**config.mk**
```make
export PLATFORM = sky130hd
export DESIGN_NAME = acc_cell
export DESIGN_NICKNAME = d
export VERILOG_FILES = /design/src/rtl/core/acc_pkg.sv /design/src/rtl/core/acc_cell.sv
export SDC_FILE = /design/constraint.sdc
export NUM_CORES = 1
export LEC_CHECK = 0
export ABC_AREA = 1
export BUFFER_PORTS_ARGS = -buffer_cell sky130_fd_sc_hd__buf_2
export CAP_MARGIN = 30
export CORE_MARGIN = 2
export CORE_UTILIZATION = 55
export DETAILED_ROUTE_END_ITERATION = 10
export PLACE_DENSITY = 0.73
export SYNTH_ARGS = -nofsm -noshare
export SYNTH_HDL_FRONTEND = slang
export SYNTH_SLANG_ARGS = --single-unit
```
**constraint.sdc**
```tcl
create_clock -name clk_i -period 8.65 [get_ports clk_i]
set_input_delay 1.73 -clock clk_i [delete_from_list [all_inputs] [get_ports clk_i]]
set_output_delay 1.73 -clock clk_i [all_outputs]
set_load 0.01 [all_outputs]
```
**src/rtl/core/acc_pkg.sv**
```systemverilog
// Shared types, constants and helper functions of the coordination counter.
package acc_pkg;

  localparam int MAX_ATOMS_DEF = 64;
  localparam int COORD_BITS    = 16;

  localparam int EL_W    = 7;
  localparam int CUT_W   = 12;
  localparam int CSQ_W   = 2 * CUT_W;
  localparam int COUNT_W = 6;
  localparam int AIDX_W  = 6;
  localparam int CFG_IDX_W = 3;

  // Any coordinate difference of 2^CUT_W or more already fails every cutoff,
  // so magnitudes saturate there and the squares stay narrow.
  localparam int DIFF_W  = COORD_BITS + 1;
  localparam int MAG_W   = CUT_W + 1;
  localparam int EXT_W   = (DIFF_W > MAG_W) ? DIFF_W : MAG_W;
  localparam int MAG_SAT = 1 << CUT_W;
  localparam int SQ_W    = 2 * MAG_W;
  localparam int SUM_W   = SQ_W + 2;

  localparam logic [COUNT_W-1:0] COUNT_MAX = {COUNT_W{1'b1}};

  localparam logic [EL_W-1:0] EL_H         = 7'd1;
  localparam logic [EL_W-1:0] EL_N         = 7'd7;
  localparam logic [EL_W-1:0] EL_CL        = 7'd17;
  localparam logic [EL_W-1:0] EL_HEAVY     = 7'd20;
  localparam logic [EL_W-1:0] EL_CO        = 7'd27;

  // Cutoff selector; the codes are also the configuration register indexes.
  typedef enum logic [CFG_IDX_W-1:0] {
    CUT_MN    = 3'd0,
    CUT_MCL   = 3'd1,
    CUT_NH    = 3'd2,
    CUT_HEAVY = 3'd3,
    CUT_LIGHT = 3'd4
  } cut_sel_e;

  localparam logic [CUT_W-1:0] CUT_RESET_MN    = 12'd640;
  localparam logic [CUT_W-1:0] CUT_RESET_MCL   = 12'd691;
  localparam logic [CUT_W-1:0] CUT_RESET_NH    = 12'd333;
  localparam logic [CUT_W-1:0] CUT_RESET_HEAVY = 12'd717;
  localparam logic [CUT_W-1:0] CUT_RESET_LIGHT = 12'd461;

  typedef struct packed {
    logic [CSQ_W-1:0] mn;
    logic [CSQ_W-1:0] mcl;
    logic [CSQ_W-1:0] nh;
    logic [CSQ_W-1:0] heavy;
    logic [CSQ_W-1:0] light;
  } cutoff_sq_t;

  localparam cutoff_sq_t CUT_SQ_RESET = '{
    mn:    CSQ_W'(CUT_RESET_MN) * CSQ_W'(CUT_RESET_MN),
    mcl:   CSQ_W'(CUT_RESET_MCL) * CSQ_W'(CUT_RESET_MCL),
    nh:    CSQ_W'(CUT_RESET_NH) * CSQ_W'(CUT_RESET_NH),
    heavy: CSQ_W'(CUT_RESET_HEAVY) * CSQ_W'(CUT_RESET_HEAVY),
    light: CSQ_W'(CUT_RESET_LIGHT) * CSQ_W'(CUT_RESET_LIGHT)
  };

  typedef struct packed {
    logic [EL_W-1:0]       element;
    logic [COORD_BITS-1:0] pos_x;
    logic [COORD_BITS-1:0] pos_y;
    logic [COORD_BITS-1:0] pos_z;
    logic                  last_atom;
  } atom_in_t;

  typedef struct packed {
    logic [AIDX_W-1:0]  atom_index;
    logic [COUNT_W-1:0] coord_count;
    logic               overflow;
    logic               last_result;
  } result_t;

  typedef struct packed {
    logic [EL_W-1:0]       element;
    logic [COORD_BITS-1:0] pos_x;
    logic [COORD_BITS-1:0] pos_y;
    logic [COORD_BITS-1:0] pos_z;
  } atom_t;

  // Atom travelling around the ring, flagged when it is a stored atom.
  typedef struct packed {
    logic  valid;
    atom_t atom;
  } tour_t;

  typedef struct packed {
    logic start;      // copy own atom into the ring, clear count
    logic shift;      // rotate the ring one cell
    logic cmp;        // ring register holds a fresh visitor
    logic out_shift;  // move counts one cell toward the output
  } cell_ctrl_t;

  function automatic logic [MAG_W-1:0] diff_mag(input logic [COORD_BITS-1:0] a,
                                                input logic [COORD_BITS-1:0] b);
    logic [DIFF_W-1:0] d;
    logic [DIFF_W-1:0] d_abs;
    logic [EXT_W-1:0]  m;
    d     = {a[COORD_BITS-1], a} - {b[COORD_BITS-1], b};
    d_abs = d[DIFF_W-1] ? DIFF_W'(~d + DIFF_W'(1)) : d;
    m     = EXT_W'(d_abs);
    return (m >= EXT_W'(MAG_SAT)) ? MAG_W'(MAG_SAT) : m[MAG_W-1:0];
  endfunction

  function automatic cut_sel_e pair_sel(input logic [EL_W-1:0] a,
                                        input logic [EL_W-1:0] b);
    if ((a == EL_CO && b == EL_N) || (a == EL_N && b == EL_CO)) return CUT_MN;
    if ((a == EL_CO && b == EL_CL) || (a == EL_CL && b == EL_CO)) return CUT_MCL;
    if ((a == EL_N && b == EL_H) || (a == EL_H && b == EL_N)) return CUT_NH;
    if (a > EL_HEAVY || b > EL_HEAVY) return CUT_HEAVY;
    return CUT_LIGHT;
  endfunction

endpackage

```
**src/rtl/core/acc_cell.sv**
```systemverilog
// One cell of the ring: holds one atom, compares it with each passing visitor.
module acc_cell (
  input  logic                          clk_i,
  input  logic                          rst_ni,
  input  acc_pkg::cell_ctrl_t           ctrl_i,
  input  logic                          load_i,
  input  acc_pkg::atom_t                atom_i,
  input  logic                          active_i,
  input  acc_pkg::tour_t                tour_i,
  output acc_pkg::tour_t                tour_o,
  input  acc_pkg::cutoff_sq_t           cut_sq_i,
  input  logic [acc_pkg::COUNT_W-1:0]   cnt_i,
  output logic [acc_pkg::COUNT_W-1:0]   cnt_o
);

  acc_pkg::atom_t                own_q;
  acc_pkg::tour_t                tour_q;
  logic [acc_pkg::SQ_W-1:0]      sq_x_q, sq_y_q, sq_z_q;
  logic [acc_pkg::CSQ_W-1:0]     c2_d, c2_q;
  logic                          en_d, en_q;
  logic [acc_pkg::MAG_W-1:0]     mag_x, mag_y, mag_z;
  logic [acc_pkg::SUM_W-1:0]     sum;
  logic                          skip_co;
  logic [acc_pkg::COUNT_W-1:0]   cnt_d, cnt_q;

  always_ff @(posedge clk_i) begin
    if (load_i) begin
      own_q <= atom_i;
    end
    if (ctrl_i.start) begin
      tour_q <= '{valid: active_i, atom: own_q};
    end else if (ctrl_i.shift) begin
      tour_q <= tour_i;
    end
  end

  assign tour_o = tour_q;

  // Stage A: coordinate differences and their squares, cutoff pick.
  assign mag_x = acc_pkg::diff_mag(own_q.pos_x, tour_q.atom.pos_x);
  assign mag_y = acc_pkg::diff_mag(own_q.pos_y, tour_q.atom.pos_y);
  assign mag_z = acc_pkg::diff_mag(own_q.pos_z, tour_q.atom.pos_z);

  // cobalt only counts nitrogen and chlorine neighbors
  assign skip_co = (own_q.element == acc_pkg::EL_CO) &&
                   !(tour_q.atom.element == acc_pkg::EL_N ||
                     tour_q.atom.element == acc_pkg::EL_CL);

  assign en_d = ctrl_i.cmp && active_i && tour_q.valid && !skip_co;

  always_comb begin
    case (acc_pkg::pair_sel(own_q.element, tour_q.atom.element))
      acc_pkg::CUT_MN:    c2_d = cut_sq_i.mn;
      acc_pkg::CUT_MCL:   c2_d = cut_sq_i.mcl;
      acc_pkg::CUT_NH:    c2_d = cut_sq_i.nh;
      acc_pkg::CUT_HEAVY: c2_d = cut_sq_i.heavy;
      default:            c2_d = cut_sq_i.light;
    endcase
  end

  always_ff @(posedge clk_i) begin
    sq_x_q <= acc_pkg::SQ_W'(mag_x) * acc_pkg::SQ_W'(mag_x);
    sq_y_q <= acc_pkg::SQ_W'(mag_y) * acc_pkg::SQ_W'(mag_y);
    sq_z_q <= acc_pkg::SQ_W'(mag_z) * acc_pkg::SQ_W'(mag_z);
    c2_q   <= c2_d;
  end

  // Stage B: sum, compare, saturating count.
  assign sum = acc_pkg::SUM_W'(sq_x_q) + acc_pkg::SUM_W'(sq_y_q) +
               acc_pkg::SUM_W'(sq_z_q);

  always_comb begin
    cnt_d = cnt_q;
    if (ctrl_i.start) begin
      cnt_d = '0;
    end else if (ctrl_i.out_shift) begin
      cnt_d = cnt_i;
    end else if (en_q && sum < acc_pkg::SUM_W'(c2_q) && cnt_q != acc_pkg::COUNT_MAX) begin
      cnt_d = cnt_q + acc_pkg::COUNT_W'(1);
    end
  end

  always_ff @(posedge clk_i or negedge rst_ni) begin
    if (!rst_ni) begin
      en_q  <= 1'b0;
      cnt_q <= '0;
    end else begin
      en_q  <= en_d;
      cnt_q <= cnt_d;
    end
  end

  assign cnt_o = cnt_q;

endmodule

```
==> metrics <==
Least-Margin Pin Slew around 0.96 ns; Final TNS setup 0 ns; run status completed; residual DRC count 0; CP Launch Type flop; Post-synth EDFFs between 100 and 150; port buffer count between 300 and 400; Mapped Area between 20000 and 30000 um^2; crit path kind flop to flop; via count 22100; antenna violations before repair 0; share of layout cells above drive strength 1 between 10% and 20%; Bufs on Longest Clock Path 3; CP arrival around 8.5 ns; crit share post-route between 90% and 100%; leading cell type in the layout, fill and taps excluded inv_1; CTS clk-pin slew, worst paths 0.07 ns; DRT iter0 DRCs about 1200; MaxCap Viol Count 0; total gr overflow 0; reg2reg setup slack about 0.6 ns; Final Hold Fails 0; pin count of the biggest net entering global routing approximately 70; root buffer cell clkbuf_16; reg2reg start tour_o[32]; Reg2Reg Capture Point sq_x_q[22]; worst hold path depth 2; TritonCTS clock tree yes; post-CTS sizing 0; hold_sp own_q[12]; worst r2r path cells 36; # IOs approximately 310; most numerous cell on the critical path fa_1; GRT Util Overall about 26%; routed vias/inst 5.03; Final setup viols 0; Starting Density approximately 56%; CP max FO 12; unrepaired setup endpoints after global routing false; Num CTS Buffers 26; syn_area_per_cell about 8.2 um^2; asr flop ratio synth between 3 and 4%; Post-CTS Setup Bufs 0; Final #Nets roughly 4600; Area Growth Syn to Fin 12.5%; worst path bufs/invs 6; CORE AREA roughly 50000 um^2; Seq/Total Area, Yosys 20.1%; first-pass GRT wire length about 110000 um; Die H around 230 um; die area 51500 um^2; crit path capture type flop; Synth cell types 57; clock skew between 0.02 and 0.03 ns; clk sinks 217; #FFs+latches synth between 200 and 250; most frequent cells in the layout 765 x inv_1, 727 x nand2_1, 318 x fa_1; hold_buf cts 0; Synth Flop Type edfxtp_1; Synthesis Warnings 0; Routed WL per cell approximately 15 um; Min-Delay Path Class flop to flop; Top delay family on crit path adder cells; CTS H-tree depth 1; Pre-antenna DRT Iters 6; Period minus WS final just over 8 ns; Post-DP HPWL about 56000 um; Post-Syn Instances 3345; Routed WL approximately 65000 um; ant diodes 0; vias in the first global route between 20000 and 25000; max-slew violation count 0; Req. time, crit path roughly 9 ns; CP max stage cell fa_1; Worst slew margin between 30% and 40%; Hold EP tour_o[12]; FMAX ~120 MHz; Post-DRT Antenna Nets 0; gpl congestion around 0.94; Die W about 230 um; num rows between 80 and 90; Clock Latency Late Sink 0.56 ns; CP max stage delay 0.55 ns
-- cells in the mapped netlist (11+ instances only) --
cell type	instances	area share [%]
nor2_2	19	0.43
dfxtp_1	99	7.2
nor2_8	12	0.88
nor2_1	210	2.9
a221oi_1	21	0.67
nor3_1	26	0.48
nor4_1	11	0.25
xor2_1	99	3.2
nand4_1	36	0.82
xnor2_1	46	1.5
fa_1	318	23
clkbuf_1	29	0.40
inv_2	28	0.38
nand2_2	25	0.57
nor2_4	14	0.58
inv_1	765	10
nand3_1	105	1.9
o21ai_0	66	1.2
nand2_1	727	10
edfxtp_1	111	12
a21oi_1	157	2.9
ha_1	296	14
-- state kept, by name, summed over array words and instances, names as in the netlist --
register / cells
sq_x_q: 25
sq_y_q: 25
cnt_o: 6
c2_q: 24
own_q: 55
sq_z_q: 25
en_q: 1
tour_o: 56
-- final cells by class --
type | count | area, um^2
Clock buffer | 31 | 701
Tap cell | 664 | 831
Inverter | 795 | 2990
Fill cell | 4374 | 18300
Timing Repair Buffer | 325 | 1690
Sequential cell | 217 | 5490
Clock inverter | 17 | 160
Multi-Input combinational cell | 2352 | 18900
-- worst max-delay path by stage --
stage               startpoint         end  depth (start not counted)
floorplan            tour_o[0]  sq_z_q[24]                         42
global placement    tour_o[16]  sq_y_q[19]                         35
detailed placement  tour_o[32]  sq_x_q[22]                         36
CTS                 tour_o[32]  sq_x_q[22]                         36
global route        tour_o[32]  sq_x_q[22]                         36
finish              tour_o[32]  sq_x_q[22]                         36
-- cell families (layout without fill, tap and decap cells) --
group,Yosys count,in the layout,synth area share (%)
and+or+nand+nor,1209,1209,19.5
buffers and inverters,828,1168,11.5
adders and majority gates,614,614,36.8
AOI/OAI and AO/OA,323,323,6.96
DFF,217,217,20.1
xor gates and xnor gates,152,152,5.06
other,2,54,0.0275
-- tightest hold or removal path, cell delays in order (launching register included) --
cell      delay [ns]
edfxtp_1        0.34
nand2_1         0.06
nand2_1         0.05
-- per-layer routing --
metal  GRT usage [%]  up-vias  share of wire (%)
met5               0        -                  0
met2            43.9      662                 47
li1                -    11000                  -
met1            34.2    10300                 44
met3            4.22       81                6.8
met4            5.06        0                1.9
-- stage by stage --
stage	util (%)	instances	worst slack [ns]	cell area, um^2	hold WS, ns
after floorplan	-	3397	1.42	27500	0.517
after global placement	60.9	4352	0.884	29900	0.526
after detailed placement	61.0	4353	0.696	29900	0.533
after CTS	62.7	4401	0.634	30800	0.547
after global routing	62.7	4401	0.0559	30800	0.586
final	62.7	4401	0.603	30800	0.556
Power is not shown: default switching activity piles up to over one toggle a cycle in this logic, so the estimate is an artifact.
